**config.mk**
```make
export PLATFORM = sky130hd
export DESIGN_NAME = dma_block_ring_manager
export DESIGN_NICKNAME = d
export VERILOG_FILES = /design/src/design/dbrm_pkg.sv /design/src/design/dma_block_ring_manager.sv
export SDC_FILE = /design/constraint.sdc
export NUM_CORES = 1
export LEC_CHECK = 0
export BUFFER_PORTS_ARGS = -buffer_cell sky130_fd_sc_hd__clkbuf_2
export CAP_MARGIN = 0
export CORE_MARGIN = 3
export CORE_UTILIZATION = 35
export CTS_CLUSTER_SIZE = 16
export DETAILED_ROUTE_END_ITERATION = 7
export PLACE_DENSITY_LB_ADDON = 0.1
export SYNTH_ARGS = -nofsm -noshare
export SYNTH_HDL_FRONTEND = slang
export SYNTH_SLANG_ARGS = --single-unit
```
**constraint.sdc**
```tcl
create_clock -name clock -period 6.2 [get_ports clock]
set_input_delay 0.62 -clock clock [delete_from_list [all_inputs] [get_ports clock]]
set_output_delay 0.62 -clock clock [all_outputs]
set_load 0.01 [all_outputs]
```
**src/design/dbrm_pkg.sv**
```systemverilog
// Shared codes, widths and defaults of the DMA block ring manager.
`default_nettype none

package dbrm_pkg;

   // Default size of the buffer pool.
   localparam int BUFFER_COUNT_DEFAULT = 8;

   // Request field widths.
   localparam int OPCODE_W  = 3;
   localparam int BLKIDX_W  = 3;
   localparam int COUNT_W   = 32;
   localparam int STATUS_W  = 3;

   // Packed bus widths.
   localparam int REQ_DATA_W = 8;
   localparam int REQ_USER_W = 8;
   localparam int RSP_DATA_W = 168;

   typedef logic [OPCODE_W-1:0] opcode_type;
   typedef logic [STATUS_W-1:0] status_type;
   typedef logic [COUNT_W-1:0]  count_type;
   typedef logic [1:0]          buf_state_type;

   // Operations.
   localparam opcode_type OP_START   = 3'd0;
   localparam opcode_type OP_LAUNCH  = 3'd1;
   localparam opcode_type OP_DONE    = 3'd2;
   localparam opcode_type OP_TAKE    = 3'd3;
   localparam opcode_type OP_RELEASE = 3'd4;
   localparam opcode_type OP_STOP    = 3'd5;

   // Result status codes.
   localparam status_type RC_OK       = 3'd0;
   localparam status_type RC_INVALID  = 3'd1;
   localparam status_type RC_BUSY     = 3'd2;
   localparam status_type RC_NOSPACE  = 3'd3;
   localparam status_type RC_CALLFAIL = 3'd4;
   localparam status_type RC_EMPTY    = 3'd5;

   // Buffer ownership states.
   localparam buf_state_type BS_FREE  = 2'd0;
   localparam buf_state_type BS_FILL  = 2'd1;
   localparam buf_state_type BS_READY = 2'd2;
   localparam buf_state_type BS_SEND  = 2'd3;

   // Saturating increment of a statistics counter.
   function automatic count_type sat_inc(input count_type value, input logic en);
      count_type res;
      res = value;
      if (en && (value != '1)) begin
         res = value + 1'b1;
      end
      return res;
   endfunction

endpackage

`default_nettype wire

```
**src/design/dma_block_ring_manager.sv**
```systemverilog
// Top level of the DMA block ring manager: buffer pool, ready queue and statistics.
`default_nettype none

// The block tracks a pool of capture buffers (free, filling, ready, sending), a ready queue in
// completion order and four saturating statistics counters. Each request on the req_ stream is
// one operation (start, launch, block done, take, release, stop) and yields exactly one response
// on the rsp_ stream carrying a status, the popped buffer on take, the running flag, the blocks
// still to capture and the counters. A request is taken into an input register, worked
// combinationally (lowest-free search over the pool flags and queue update) and written to the
// response register, so one request is accepted every cycle while rsp_tready stays high. The
// response is presented on rsp_tvalid from the response register, after the input register; while
// rsp_tready is low the response is held, and once the input register is also full req_tready drops.
// The ready queue is a small memory whose head entry is prefetched into a register, with a bypass
// for a write to the entry being read.
// csr_wr_en loads the block count used by start; write it only while no request is in flight.
module dma_block_ring_manager #(
   parameter int BUFFER_COUNT = dbrm_pkg::BUFFER_COUNT_DEFAULT
) (
   input  wire logic                              clock,
   input  wire logic                              reset,
   // Configuration: capture_blocks.
   input  wire logic                              csr_wr_en,
   input  wire logic [dbrm_pkg::COUNT_W-1:0]      csr_wr_data,
   // Request stream.
   input  wire logic                              req_tvalid,
   output logic                                   req_tready,
   // tdata: transfer_error [0], call_failed [1], release_block [4:2], zero [7:5].
   input  wire logic [dbrm_pkg::REQ_DATA_W-1:0]   req_tdata,
   // tuser: opcode [2:0], zero [7:3].
   input  wire logic [dbrm_pkg::REQ_USER_W-1:0]   req_tuser,
   // Response stream.
   output logic                                   rsp_tvalid,
   input  wire logic                              rsp_tready,
   // tdata: status [2:0], block_index [5:3], block_valid [6], running [7],
   // remaining [39:8], produced_count [71:40], sent_count [103:72],
   // dropped_count [135:104], error_count [167:136].
   output logic [dbrm_pkg::RSP_DATA_W-1:0]        rsp_tdata
);

   localparam int IDX_W  = $clog2(BUFFER_COUNT);
   localparam int FILL_W = $clog2(BUFFER_COUNT + 1);

   typedef logic [IDX_W-1:0]  idx_type;
   typedef logic [FILL_W-1:0] fill_type;

   // Configuration register.
   dbrm_pkg::count_type capture_blocks_ff;

   always_ff @(posedge clock) begin
      if (reset) begin
         capture_blocks_ff <= '0;
      end else if (csr_wr_en) begin
         capture_blocks_ff <= csr_wr_data;
      end
   end

   // Input register.
   logic                   in_vld_ff, in_vld_in;
   dbrm_pkg::opcode_type   op_ff;
   logic                   xfer_err_ff;
   logic                   call_fail_ff;
   logic [dbrm_pkg::BLKIDX_W-1:0] rel_ff;
   logic                   advance;
   logic                   rsp_vld_ff, rsp_vld_in;

   assign advance    = in_vld_ff && (!rsp_vld_ff || rsp_tready);
   assign req_tready = !in_vld_ff || advance;
   assign in_vld_in  = req_tready ? req_tvalid : in_vld_ff;

   always_ff @(posedge clock) begin
      if (reset) begin
         in_vld_ff <= 1'b0;
      end else begin
         in_vld_ff <= in_vld_in;
      end
   end

   always_ff @(posedge clock) begin
      if (req_tvalid && req_tready) begin
         op_ff        <= req_tuser[dbrm_pkg::OPCODE_W-1:0];
         xfer_err_ff  <= req_tdata[0];
         call_fail_ff <= req_tdata[1];
         rel_ff       <= req_tdata[4:2];
      end
   end

   // Control and pool state.
   dbrm_pkg::buf_state_type buf_state_ff [BUFFER_COUNT];
   dbrm_pkg::buf_state_type buf_state_in [BUFFER_COUNT];
   idx_type             head_ff, head_in;
   idx_type             tail_ff, tail_in;
   fill_type            fill_ff, fill_in;
   idx_type             dma_buf_ff, dma_buf_in;
   logic                dma_owns_ff, dma_owns_in;
   logic                active_ff, active_in;
   dbrm_pkg::count_type blocks_left_ff, blocks_left_in;
   dbrm_pkg::count_type produced_ff, produced_in;
   dbrm_pkg::count_type sent_ff, sent_in;
   dbrm_pkg::count_type dropped_ff, dropped_in;
   dbrm_pkg::count_type error_ff, error_in;

   // Ready queue memory with a prefetched head word.
   idx_type fifo_mem [BUFFER_COUNT];
   idx_type head_word_ff;
   logic    push_en;
   idx_type push_data;

   always_ff @(posedge clock) begin
      if (push_en) begin
         fifo_mem[tail_ff] <= push_data;
      end
      if (push_en && (tail_ff == head_in)) begin
         head_word_ff <= push_data;
      end else begin
         head_word_ff <= fifo_mem[head_in];
      end
   end

   // Free flags and lowest free buffer.
   logic [BUFFER_COUNT-1:0] free_vec;
   logic    any_free;
   idx_type first_free;

   always_comb begin
      first_free = '0;
      for (int i = BUFFER_COUNT - 1; i >= 0; i--) begin
         free_vec[i] = (buf_state_ff[i] == dbrm_pkg::BS_FREE);
         if (free_vec[i]) begin
            first_free = IDX_W'(i);
         end
      end
      any_free = |free_vec;
   end

   // Helper values for the operations.
   idx_type             head_inc;
   idx_type             tail_inc;
   idx_type             rel_idx;
   logic                rel_in_range;
   dbrm_pkg::count_type blocks_dec;

   assign head_inc     = (head_ff == IDX_W'(BUFFER_COUNT - 1)) ? '0 : head_ff + 1'b1;
   assign tail_inc     = (tail_ff == IDX_W'(BUFFER_COUNT - 1)) ? '0 : tail_ff + 1'b1;
   assign rel_idx      = IDX_W'({{IDX_W{1'b0}}, rel_ff});
   assign rel_in_range = (32'(rel_ff) < BUFFER_COUNT);
   assign blocks_dec   = (blocks_left_ff != '0) ? blocks_left_ff - 1'b1 : '0;

   // Operation decode and next state.
   dbrm_pkg::status_type status;
   idx_type blk_idx;
   logic    blk_valid;
   logic    inc_produced, inc_sent, inc_dropped, inc_error;
   logic    clear_stats;

   always_comb begin
      buf_state_in   = buf_state_ff;
      head_in        = head_ff;
      tail_in        = tail_ff;
      fill_in        = fill_ff;
      dma_buf_in     = dma_buf_ff;
      dma_owns_in    = dma_owns_ff;
      active_in      = active_ff;
      blocks_left_in = blocks_left_ff;
      push_en        = 1'b0;
      push_data      = dma_buf_ff;
      status         = dbrm_pkg::RC_INVALID;
      blk_idx        = '0;
      blk_valid      = 1'b0;
      inc_produced   = 1'b0;
      inc_sent       = 1'b0;
      inc_dropped    = 1'b0;
      inc_error      = 1'b0;
      clear_stats    = 1'b0;
      if (advance) begin
         case (op_ff)
            dbrm_pkg::OP_START: begin
               if (capture_blocks_ff == '0) begin
                  status = dbrm_pkg::RC_INVALID;
               end else if (active_ff || !(&free_vec)) begin
                  status = dbrm_pkg::RC_BUSY;
               end else begin
                  // The pool is all free here, so the lowest free buffer is buffer zero.
                  clear_stats    = 1'b1;
                  blocks_left_in = capture_blocks_ff;
                  head_in        = '0;
                  tail_in        = '0;
                  fill_in        = '0;
                  dma_buf_in     = first_free;
                  if (call_fail_ff) begin
                     dma_owns_in = 1'b0;
                     active_in   = 1'b0;
                     status      = dbrm_pkg::RC_CALLFAIL;
                  end else begin
                     buf_state_in[first_free] = dbrm_pkg::BS_FILL;
                     dma_owns_in = 1'b1;
                     active_in   = 1'b1;
                     status      = dbrm_pkg::RC_OK;
                  end
               end
            end
            dbrm_pkg::OP_LAUNCH: begin
               status = dbrm_pkg::RC_OK;
               if (active_ff && call_fail_ff) begin
                  inc_error   = 1'b1;
                  active_in   = 1'b0;
                  dma_owns_in = 1'b0;
                  if (dma_owns_ff) begin
                     buf_state_in[dma_buf_ff] = dbrm_pkg::BS_FREE;
                  end
                  status = dbrm_pkg::RC_CALLFAIL;
               end
            end
            dbrm_pkg::OP_DONE: begin
               if (!dma_owns_ff) begin
                  status = dbrm_pkg::RC_INVALID;
               end else begin
                  inc_produced = 1'b1;
                  inc_error    = xfer_err_ff;
                  if (32'(fill_ff) < BUFFER_COUNT) begin
                     push_en = 1'b1;
                     tail_in = tail_inc;
                     fill_in = fill_ff + 1'b1;
                  end
                  buf_state_in[dma_buf_ff] = dbrm_pkg::BS_READY;
                  dma_owns_in    = 1'b0;
                  blocks_left_in = blocks_dec;
                  if ((blocks_dec == '0) || xfer_err_ff) begin
                     active_in = 1'b0;
                     status    = dbrm_pkg::RC_OK;
                  end else if (!any_free) begin
                     inc_dropped = 1'b1;
                     active_in   = 1'b0;
                     status      = dbrm_pkg::RC_NOSPACE;
                  end else if (call_fail_ff) begin
                     // The reload failed: the claimed buffer goes straight back.
                     dma_buf_in = first_free;
                     inc_error  = 1'b1;
                     active_in  = 1'b0;
                     status     = dbrm_pkg::RC_CALLFAIL;
                  end else begin
                     buf_state_in[first_free] = dbrm_pkg::BS_FILL;
                     dma_buf_in  = first_free;
                     dma_owns_in = 1'b1;
                     status      = dbrm_pkg::RC_OK;
                  end
               end
            end
            dbrm_pkg::OP_TAKE: begin
               if (fill_ff == '0) begin
                  status = dbrm_pkg::RC_EMPTY;
               end else begin
                  blk_idx   = head_word_ff;
                  blk_valid = 1'b1;
                  head_in   = head_inc;
                  fill_in   = fill_ff - 1'b1;
                  buf_state_in[head_word_ff] = dbrm_pkg::BS_SEND;
                  status    = dbrm_pkg::RC_OK;
               end
            end
            dbrm_pkg::OP_RELEASE: begin
               if (rel_in_range && (buf_state_ff[rel_idx] == dbrm_pkg::BS_SEND)) begin
                  buf_state_in[rel_idx] = dbrm_pkg::BS_FREE;
                  inc_sent = 1'b1;
                  status   = dbrm_pkg::RC_OK;
               end
            end
            dbrm_pkg::OP_STOP: begin
               active_in   = 1'b0;
               dma_owns_in = 1'b0;
               if (dma_owns_ff) begin
                  buf_state_in[dma_buf_ff] = dbrm_pkg::BS_FREE;
               end
               status = dbrm_pkg::RC_OK;
            end
            default: begin
               status = dbrm_pkg::RC_INVALID;
            end
         endcase
      end
   end

   // Saturating statistics, cleared by an accepted start.
   always_comb begin
      if (clear_stats) begin
         produced_in = '0;
         sent_in     = '0;
         dropped_in  = '0;
         error_in    = '0;
      end else begin
         produced_in = dbrm_pkg::sat_inc(produced_ff, inc_produced);
         sent_in     = dbrm_pkg::sat_inc(sent_ff, inc_sent);
         dropped_in  = dbrm_pkg::sat_inc(dropped_ff, inc_dropped);
         error_in    = dbrm_pkg::sat_inc(error_ff, inc_error);
      end
   end

   // State registers.
   always_ff @(posedge clock) begin
      if (reset) begin
         for (int i = 0; i < BUFFER_COUNT; i++) begin
            buf_state_ff[i] <= dbrm_pkg::BS_FREE;
         end
         head_ff        <= '0;
         tail_ff        <= '0;
         fill_ff        <= '0;
         dma_buf_ff     <= '0;
         dma_owns_ff    <= 1'b0;
         active_ff      <= 1'b0;
         blocks_left_ff <= '0;
         produced_ff    <= '0;
         sent_ff        <= '0;
         dropped_ff     <= '0;
         error_ff       <= '0;
      end else begin
         buf_state_ff   <= buf_state_in;
         head_ff        <= head_in;
         tail_ff        <= tail_in;
         fill_ff        <= fill_in;
         dma_buf_ff     <= dma_buf_in;
         dma_owns_ff    <= dma_owns_in;
         active_ff      <= active_in;
         blocks_left_ff <= blocks_left_in;
         produced_ff    <= produced_in;
         sent_ff        <= sent_in;
         dropped_ff     <= dropped_in;
         error_ff       <= error_in;
      end
   end

   // Response register.
   logic [dbrm_pkg::RSP_DATA_W-1:0] rsp_data_ff;

   assign rsp_vld_in = advance ? 1'b1 : (rsp_tready ? 1'b0 : rsp_vld_ff);

   always_ff @(posedge clock) begin
      if (reset) begin
         rsp_vld_ff <= 1'b0;
      end else begin
         rsp_vld_ff <= rsp_vld_in;
      end
   end

   always_ff @(posedge clock) begin
      if (advance) begin
         rsp_data_ff <= {error_in, dropped_in, sent_in, produced_in, blocks_left_in,
                         active_in, blk_valid,
                         dbrm_pkg::BLKIDX_W'({{dbrm_pkg::BLKIDX_W{1'b0}}, blk_idx}),
                         status};
      end
   end

   assign rsp_tvalid = rsp_vld_ff;
   assign rsp_tdata  = rsp_data_ff;

endmodule

`default_nettype wire

```
==> run metrics, run 1 <==
outcome=completed; Initial Utilization=35.71%; Ports=223; #FFs+latches synth=428; antenna violations before repair=0; Worst slew margin=20.70%; syn nets=2065; critical path, cell by cell=nor2b_1 -> nand2_1 -> nor2_1 -> nand2_1 -> buf_4 -> or3_1 -> a211oi_1 -> nor2_4 -> buf_4 -> or4_1 -> a21oi_1; Top Usage Layer GRT=met2; startpoint types=register; max cap viols=0; CP max stage delay=0.86 ns; final core utilization=41.77%; CTS Buf Count=48; GP Congestion=0.8845; H-tree Lvls=2; post-CTS resize count=0; Synthesis Warnings=0; largest net degree at the start of global routing=111; Critical Path Start=op_ff[1]; vias in the first global route=15250; P&R area growth vs syn=16.97%; Synth async-reset ratio=0%; syn avg cell area=9.913 µm²; met1 GRT Util=25.28%; clk slew on worst S/H paths=0.06 ns; Die H=244 µm; CTS tree=done; total negative slack=0 ns; Hold Fails Final Rpt=0; HP Class=in2reg; Pins Over Slew Limit=0; Reg2Reg Setup Slack=1.51 ns; PwrDens=271.9 nW/µm²; hold_buf cts=0; routed vias=15520; DR WL/cell=18.72 µm; crit end category=register; fin crit share=75.70%; clk_skew=0.01600 ns; Die W=244 µm; sequential area share after synthesis=53.32%; PortBufs=214; Stages on worst setup path=11; post-CTS setup buffers=0; Fill cells=5509; Crit path buffers/inverters=2; Sequential Area=10570 µm²; Cell Area, Synth=19830 µm²; Worst Max-Slew Pin Slew=1.179 ns; fmax=213.1 MHz; Reg-to-Reg Start=op_ff[1]; Mapped Cells=2000; R2R Path End=rsp_tdata[155]; clk_lat worst skew=0.59 ns; crit path to=rsp_tdata[155]; final setup vio count=0; critical path class=reg2reg; core footprint=55520 µm²; P_leak=8.440 nW; Congestion Overflow GR=0; CTS Buffer Depth=3; met3 Use GR=3.213%; number of synthesized flops with an enable pin=200; RSZ-0062 raised after global routing=false; layout cells sized above 1=17.37%; critical path data arrival time=5.10 ns; Post-DRT Antenna Nets=0; dominant synthesized flop cell=dfxtp_1; area of the multi-input gates=8672 µm²; total die area=59540 µm²; Crit Path Max Fanout=52; Post-Route WL=55390 µm; minimum clock period=4.694 ns; met2 track utilization from global routing=29.43%; number of antenna repair diodes=0; first-pass GRT wire length=87100 µm; post-DR vias/cell=5.244; DRC viols=0; Slowest cell on crit path=edfxtp_1; reg2reg path depth=11; Critical Path RT=6.60 ns; critical path's top delay family=simple AND/OR/NAND/NOR gates; Clock Sinks=428; Synth cell types=75; Final #Nets=2237; DRT iter0 DRCs=853; clk root buf=clkbuf_16; row cnt=86; gr usage total=18.23%; Final HPWL DP=37250 µm; Pre-antenna DRT Iters=5; worst vdd ir=0.0001696 V
[placed cells by master, fill, tap and decap left out, types with 10 or more instances in the layout]
cell type,n
mux2i_1,96
a22o_1,12
clkbuf_16,49
a31oi_1,10
or2_2,30
dfxtp_1,228
mux4_2,10
a22oi_1,20
nand3_1,56
nor4_2,12
xnor2_1,37
clkbuf_2,213
or3_1,37
ha_1,11
nand2_1,164
and2_1,48
o21ai_0,104
edfxtp_1,200
o31ai_1,24
nor4_1,31
nand4_1,37
buf_4,18
xor2_1,52
nor3_1,53
nand2b_1,10
and4_1,16
a211oi_1,10
or4_1,24
and3_1,16
a21oi_1,90
nor2_1,308
o22ai_1,10
inv_1,40
[worst min-delay path by stage]
stage                  start             to  slack [ns]  cells after the start
6_report        req_tdata[1]   call_fail_ff        0.22                      1
5_1_grt         req_tdata[2]      rel_ff[0]        0.19                      1
4_1_cts         req_tdata[1]   call_fail_ff        0.19                      1
3_5_place_dp   dropped_ff[8]  dropped_ff[8]        0.49                      2
3_3_place_gp   dropped_ff[3]  dropped_ff[3]        0.47                      2
2_1_floorplan   error_ff[12]   error_ff[12]        0.46                      2
[synthesized netlist by cell type (12+ instances only)]
| master | count | area, µm² |
|---|---|---|
| nor2_1 | 309 | 1160 |
| nor4_1 | 31 | 193.9 |
| nand2_1 | 165 | 619.3 |
| nand4_1 | 37 | 231.5 |
| and4_1 | 16 | 140.1 |
| mux2i_1 | 96 | 960.9 |
| o21ai_0 | 104 | 520.5 |
| a22oi_1 | 20 | 150.1 |
| clkbuf_1 | 88 | 330.3 |
| nand3_1 | 56 | 280.3 |
| nor4_2 | 12 | 150.1 |
| a21oi_1 | 90 | 450.4 |
| nor3_1 | 53 | 265.3 |
| a22o_1 | 12 | 105.1 |
| or4_1 | 24 | 180.2 |
| edfxtp_1 | 200 | 6006 |
| or2_2 | 30 | 187.7 |
| and3_1 | 17 | 106.4 |
| inv_1 | 41 | 153.9 |
| o31ai_1 | 24 | 180.2 |
| xnor2_1 | 37 | 324.1 |
| dfxtp_1 | 228 | 4564 |
| or3_1 | 37 | 231.5 |
| and2_1 | 48 | 300.3 |
| xor2_1 | 52 | 455.4 |
[per-layer routing]
| metal | wire length [µm] | share of wire (%) |
|---|---|---|
| met1 | 26050 | 47 |
| met3 | 2548 | 4.6 |
| met4 | 1229 | 2.2 |
| met2 | 25560 | 46 |
| met5 | 0 | 0 |
[registers in the layout, indices dropped and copies added (netlist names), 24 cells and up, named ones only]
register	flops
capture_blocks_ff	32
blocks_left_ff	32
rsp_tdata	168
dropped_ff	32
error_ff	32
produced_ff	32
fifo_mem	24
sent_ff	32
[where the power goes]
group	switching (mW)	internal, mW
Sequential	0.0479	3.02
Clock	1.20	1.74
Combinational	0.203	0.0995
[kinds of logic after synthesis]
| kind of cell | Yosys count | share of synthesized area, % |
|---|---|---|
| XOR/XNOR | 89 | 3.932 |
| buffers and inverters | 152 | 3.042 |
| multiplexers | 109 | 6.172 |
| flip-flops | 428 | 53.32 |
| AO/OA/AOI/OAI | 327 | 10.17 |
| AND/OR/NAND/NOR | 883 | 22.57 |
| adder cells (fa/ha/maj) | 12 | 0.7952 |
[area by class of cell]
type,count,share of cell area (%)
multi-input cells,1420,37.40
repair buffers,232,5.266
well taps,748,4.036
inverters,42,0.7122
clock buffers,62,5.800
flip-flops and latches,428,45.58
clock inverters,27,1.209
[worst reg2reg max path, stage by stage, from the launching register on]
cell and delay (ns):
edfxtp_1 0.86, nor2b_1 0.34, nand2_1 0.54, nor2_1 0.56
nand2_1 0.10, buf_4 0.23, or3_1 0.38, a211oi_1 0.32
nor2_4 0.06, buf_4 0.28, or4_1 0.64, a21oi_1 0.20
[per-stage QoR]
| stage | cells | setup WS, ns | total power, mW | area (µm²) | hold WS, ns |
|---|---|---|---|---|---|
| 2_1_floorplan | 2000 | 1.559 | 3.291 | 19830 | 0.4604 |
| 3_3_place_gp | 2870 | 1.556 | 3.433 | 21560 | 0.4749 |
| 3_5_place_dp | 2870 | 1.536 | 3.436 | 21560 | 0.4867 |
| 4_1_cts | 2959 | 1.512 | 6.398 | 23190 | 0.1873 |
| 5_1_grt | 2959 | 1.162 | 6.546 | 23190 | 0.1922 |
| 6_report | 2959 | 1.506 | 6.306 | 23190 | 0.2208 |
(Power assumes the default switching activity.)
==> run 2, diff against run 1 <==
- ABC_AREA: default -> 1
- clock period: 6.2 -> 3.8 ns (I/O delays scaled with it)
==> run 2 against run 1 <==
  * Fmax rose by 38%
  * Area after synthesis grew 11%
  * Final area rose by 11%
  * Register-to-register slack worse by 1.1 ns
  * Combinational power up 150%
  * Clock power is 65% higher
  * Non-clock buffer count rose by 30
  * Clock skew rose by 0.0075 ns
  * Sequential power up 63%
  * Final cell count increased by 35%
  * Die area rose by 11%
  * Largest cell class unchanged
  * First-iteration DRC count up 71%
  * Critical endpoint is now dma_buf_ff[2]
==> run metrics, run 2 <==
outcome=completed; Synth async-reset ratio=0%; Initial Utilization=35.48%; post-DR vias/cell=4.933; Worst slew margin=26.58%; Final HPWL DP=47290 µm; total die area=65840 µm²; worst vdd ir=0.0003563 V; Fill cells=6418; count leader, synth=nand2_1; Hold Fails Final Rpt=0; area of the multi-input gates=9529 µm²; minimum clock period=3.407 ns; H-tree Lvls=2; dominant synthesized flop cell=dfxtp_1; Mapped Cells=2914; Pins Over Slew Limit=0; post-route worst setup slack=0.3929 ns; core footprint=61940 µm²; met2 track utilization from global routing=31.17%; Top Usage Layer GRT=met2; P&R area growth vs syn=17.41%; clk_skew=0.02355 ns; max cap viols=0; fin crit share=89.66%; fmax=293.5 MHz; met1 GRT Util=27.69%; number of antenna repair diodes=0; top post-synthesis cells by area=edfxtp_1 27%, dfxtp_1 21%, nand2_1 13%; Largest register FFs=168; sequential area share after synthesis=48.10%; vias in the first global route=18950; CTS Buf Count=50; antenna violations before repair=0; Clock Sinks=428; Post-synth top cells=768 x nand2_1, 389 x nor2_1, 378 x inv_1; Ports=223; hold_ws=0.03891 ns; clk root buf=clkbuf_16; Final Cell Area=25800 µm²; Area after DPL=23990 µm²; gr usage total=19.56%; total negative slack=0 ns; startpoint types=register; Die W=256.6 µm; final setup vio count=0; critical path data arrival time=3.91 ns; HP Class=in2reg; clk_lat worst skew=0.60 ns; DR WL/cell=16.39 µm; Final #Nets=3193; P_leak=11.15 nW; hold_buf cts=16; row cnt=91; commonest non-fill, non-tap cells in the layout=768 x nand2_1, 387 x nor2_1, 377 x inv_1, 228 x dfxtp_1, 213 x clkbuf_2; largest net degree at the start of global routing=150; PortBufs=214; GP Congestion=0.9155; most common cell after layout, fill and taps aside=nand2_1; post-CTS setup buffers=0; DRC viols=0; area share of the leading cell type in the synthesized netlist=27.33%; Crit Path Max Fanout=20; Setup WS pre-CTS=0.3431 ns; number of synthesized flops with an enable pin=200; post-CTS resize count=0; routed vias=19770; PwrDens=410.9 nW/µm²; Die H=256.6 µm; Pre-antenna DRT Iters=5; met3 Use GR=3.812%; syn nets=2979; layout cells sized above 1=11.64%; syn avg cell area=7.542 µm²; CTS Buffer Depth=3; crit end category=register; Post-DRT Antenna Nets=0; CTS tree=done; #FFs+latches synth=428; first-pass GRT wire length=105000 µm; critical path class=reg2reg; DRT iter0 DRCs=1460; Cell Area, Synth=21980 µm²; Synthesis Warnings=0; leading area contributor after synthesis=edfxtp_1; Critical Path RT=4.31 ns; Worst Max-Slew Pin Slew=1.101 ns; Congestion Overflow GR=0; clk slew on worst S/H paths=0.06 ns; Synth cell types=55; RSZ-0062 raised after global routing=false; Post-Route WL=65670 µm; Sequential Area=10570 µm²
## run 2: power by group
part,internal (mW),switching [mW],total [mW]
logic,0.223,0.532,0.755
clock network,2.86,1.98,4.84
registers,4.94,0.0689,5.01
total,8.02,2.59,10.6
## run 2: path summary, 6_finish.rpt
| path | start | end | slack [ns] | cells past startpoint |
|---|---|---|---|---|
| max | blocks_left_ff[0] | dma_buf_ff[2] | 0.39 | 19 |
| min | csr_wr_data[12] | capture_blocks_ff[12] | 0.04 | 3 |
| max reg2reg | blocks_left_ff[0] | dma_buf_ff[2] | 0.39 | 19 |
| min reg2reg | buf_state_ff[2] | buf_state_ff[2] | 0.48 | 2 |
## run 2: logic make-up after synthesis
kind of cell,count (synthesis),synth area share [%]
XOR/XNOR,87,3.467
flip-flops,428,48.10
AO/OA/AOI/OAI,306,7.879
buffers and inverters,487,8.591
AND/OR/NAND/NOR,1594,31.25
adder cells (fa/ha/maj),12,0.7173
## run 2: per-layer routing
metal	wire length, µm	part of all wire (%)
met5	0	0
met4	1044	1.6
met3	3774	5.7
met2	29270	45
met1	31590	48
## run 2: area by class of cell
| type | instances | area share [%] |
|---|---|---|
| Timing Repair Buffer | 262 | 5.969 |
| Clock buffer | 71 | 5.431 |
| Sequential cell | 428 | 40.96 |
| Multi-Input combinational cell | 1999 | 36.93 |
| Clock inverter | 23 | 0.9892 |
| Tap cell | 837 | 4.059 |
| Inverter | 387 | 5.659 |
## run 2: stage by stage
stage          utilization [%]  power [mW]  std cells
5_1_grt                  41.66       11.04       4007
6_report                 41.66       10.60       4007
4_1_cts                  41.66       10.79       4007
2_1_floorplan                -       5.545       2914
3_3_place_gp             38.73       5.845       3897
3_5_place_dp             38.73       5.853       3897
## run 2: critical path, cell delays in order (launching register included)
cell	delay (ns)
dfxtp_1	0.31
inv_1	0.12
ha_1	0.26
nand2_2	0.13
nor2_4	0.20
nand2_1	0.10
inv_2	0.07
nand2_2	0.24
nand3_1	0.25
nand2_1	0.07
inv_1	0.05
nand2_1	0.06
nor2_1	0.20
nand3_2	0.19
nand2_4	0.23
nor2_1	0.11
buf_4	0.21
o21ai_2	0.22
o21ai_0	0.11
a21oi_1	0.19
==> run 3, diff against run 2 <==
- CORE_MARGIN: 3 -> default
- CORE_UTILIZATION: 35 -> 54
==> run 3 against run 2 <==
  * Critical path depth is 1 higher
  * Final area fell by 1.8%
  * Combinational power decreased by 2.9%
  * Worst hold slack worse by 0.010 ns
  * Register-to-register slack barely moved
  * Power about the same
  * Critical path type unchanged
  * Sequential cell count unchanged
  * First-iteration DRC count is 6.9% higher
  * Largest power group unchanged
  * Via count up 1.3%
  * Core utilization is 22 points higher
  * Clock skew fell by 0.0070 ns
  * Sequential power barely moved
==> run metrics, run 3 (synthesis gave the netlist of run 2 again) <==
HP Class=in2reg; Largest register FFs=168; CTS Buffer Depth=3; most common cell after layout, fill and taps aside=nand2_1; Congestion Overflow GR=0; Pins Over Slew Limit=0; Pre-antenna DRT Iters=5; gr usage total=28.68%; max cap viols=0; Top Usage Layer GRT=met2; Post-Route WL=59790 µm; area of the multi-input gates=9534 µm²; PortBufs=214; layout cells sized above 1=11.57%; largest net degree at the start of global routing=196; post-route worst setup slack=0.3892 ns; PwrDens=418.7 nW/µm²; crit end category=register; fin crit share=89.76%; Sequential Area=10570 µm²; CTS tree=done; DRT iter0 DRCs=1561; Critical Path RT=4.14 ns; Worst Max-Slew Pin Slew=1.108 ns; clk root buf=clkbuf_16; final setup vio count=0; P&R area growth vs syn=15.27%; Die W=203.7 µm; H-tree Lvls=2; Fill cells=3597; clk slew on worst S/H paths=0.06 ns; met1 GRT Util=40.71%; antenna violations before repair=0; critical path class=reg2reg; Final HPWL DP=42570 µm; core footprint=39910 µm²; vias in the first global route=18610; row cnt=73; Setup WS pre-CTS=0.3754 ns; Crit Path Max Fanout=20; first-pass GRT wire length=95290 µm; met2 track utilization from global routing=45.10%; number of antenna repair diodes=0; CTS Buf Count=45; Worst slew margin=26.14%; Final #Nets=3182; clk_skew=0.01658 ns; RSZ-0062 raised after global routing=false; Critical Path Start=blocks_left_ff[0]; DR WL/cell=16.25 µm; critical path data arrival time=3.75 ns; met3 Use GR=4.314%; commonest non-fill, non-tap cells in the layout=768 x nand2_1, 387 x nor2_1, 377 x inv_1, 228 x dfxtp_1, 213 x clkbuf_2; Ports=223; Clock Sinks=428; Hold Fails Final Rpt=0; Post-DRT Antenna Nets=0; total die area=41510 µm²; GP Congestion=0.9521; R2R Path End=rsp_tdata[119]; clk_lat worst skew=0.58 ns; reg2reg path depth=20; worst vdd ir=0.0003421 V; routed vias=20020; outcome=completed; Reg-to-Reg Start=blocks_left_ff[0]; Die H=203.7 µm; DRC viols=0; minimum clock period=3.411 ns; Initial Utilization=55.06%; Reg2Reg Setup Slack=0.39 ns; startpoint types=register; crit path to=rsp_tdata[119]; total negative slack=0 ns; fmax=293.2 MHz; P_leak=11.11 nW; post-DR vias/cell=5.441
## run 3: area by class of cell
class                           instances  share of cell area (%)
Inverter                              387                   5.764
Clock inverter                         25                   1.526
Tap cell                              525                   2.593
Clock buffer                           59                   4.939
Multi-Input combinational cell       1999                   37.63
Timing Repair Buffer                  256                   5.823
Sequential cell                       428                   41.72
## run 3: power by group
part	internal [mW]	total, mW	switching (mW)
sequential	4.94	5.00	0.0666
clock	3.01	4.87	1.86
combinational	0.219	0.733	0.515
total	8.16	10.6	2.44
## run 3: metrics by stage
stage	cells	power [mW]	hold slack (ns)	instance area (µm²)	utilization (%)
after floorplan	2914	5.545	0.4419	21980	-
after global placement	3587	5.810	0.4686	23610	59.15
after detailed placement	3587	5.823	0.4757	23610	59.15
after CTS	3679	10.69	0.002314	25330	63.46
after global routing	3679	10.96	0.03214	25330	63.47
final	3679	10.61	0.02864	25330	63.47
## run 3: critical path, cell delays in order, from the launching register on
cell and delay (ns):
dfxtp_1 0.32, inv_1 0.13, ha_1 0.29, nand2_2 0.14, nor2_4 0.19, nand2_1 0.11, inv_2 0.07, nand2_2 0.26
nand3_1 0.23, nand2_1 0.07, inv_1 0.05, nand2_1 0.05, nor2_1 0.20, nand3_2 0.19, nand2_4 0.24, nor3_4 0.09
buf_4 0.22, nand4_1 0.09, nand2_1 0.07, nand2_1 0.08, inv_1 0.06
## run 3: worst min path at each step
stage               startpoint                     to  slack, ns  cells past startpoint
2_1_floorplan       head_ff[1]               register       0.44                      2
3_3_place_gp   buf_state_ff[2]        buf_state_ff[2]       0.47                      2
3_5_place_dp        head_ff[2]               register       0.48                      2
4_1_cts        csr_wr_data[19]  capture_blocks_ff[19]      0.002                      3
5_1_grt        csr_wr_data[14]  capture_blocks_ff[14]       0.03                      3
6_report       csr_wr_data[10]  capture_blocks_ff[10]       0.03                      3
## run 3: per-layer routing
metal / up-vias / part of all wire (%)
met5: - / 0
met2: 607 / 45
met3: 72 / 6.5
met4: 0 / 2.0
met1: 9365 / 46
li1: 9972 / -
## run 3: timing repair
item | CTS | global route
hold buffers | 8 | 0
gates resized for setup | 0 | 1
buffers inserted | 0 | 0
endpoints found under the setup margin | 0 | 1
hold endpoints to repair | 8 | 0
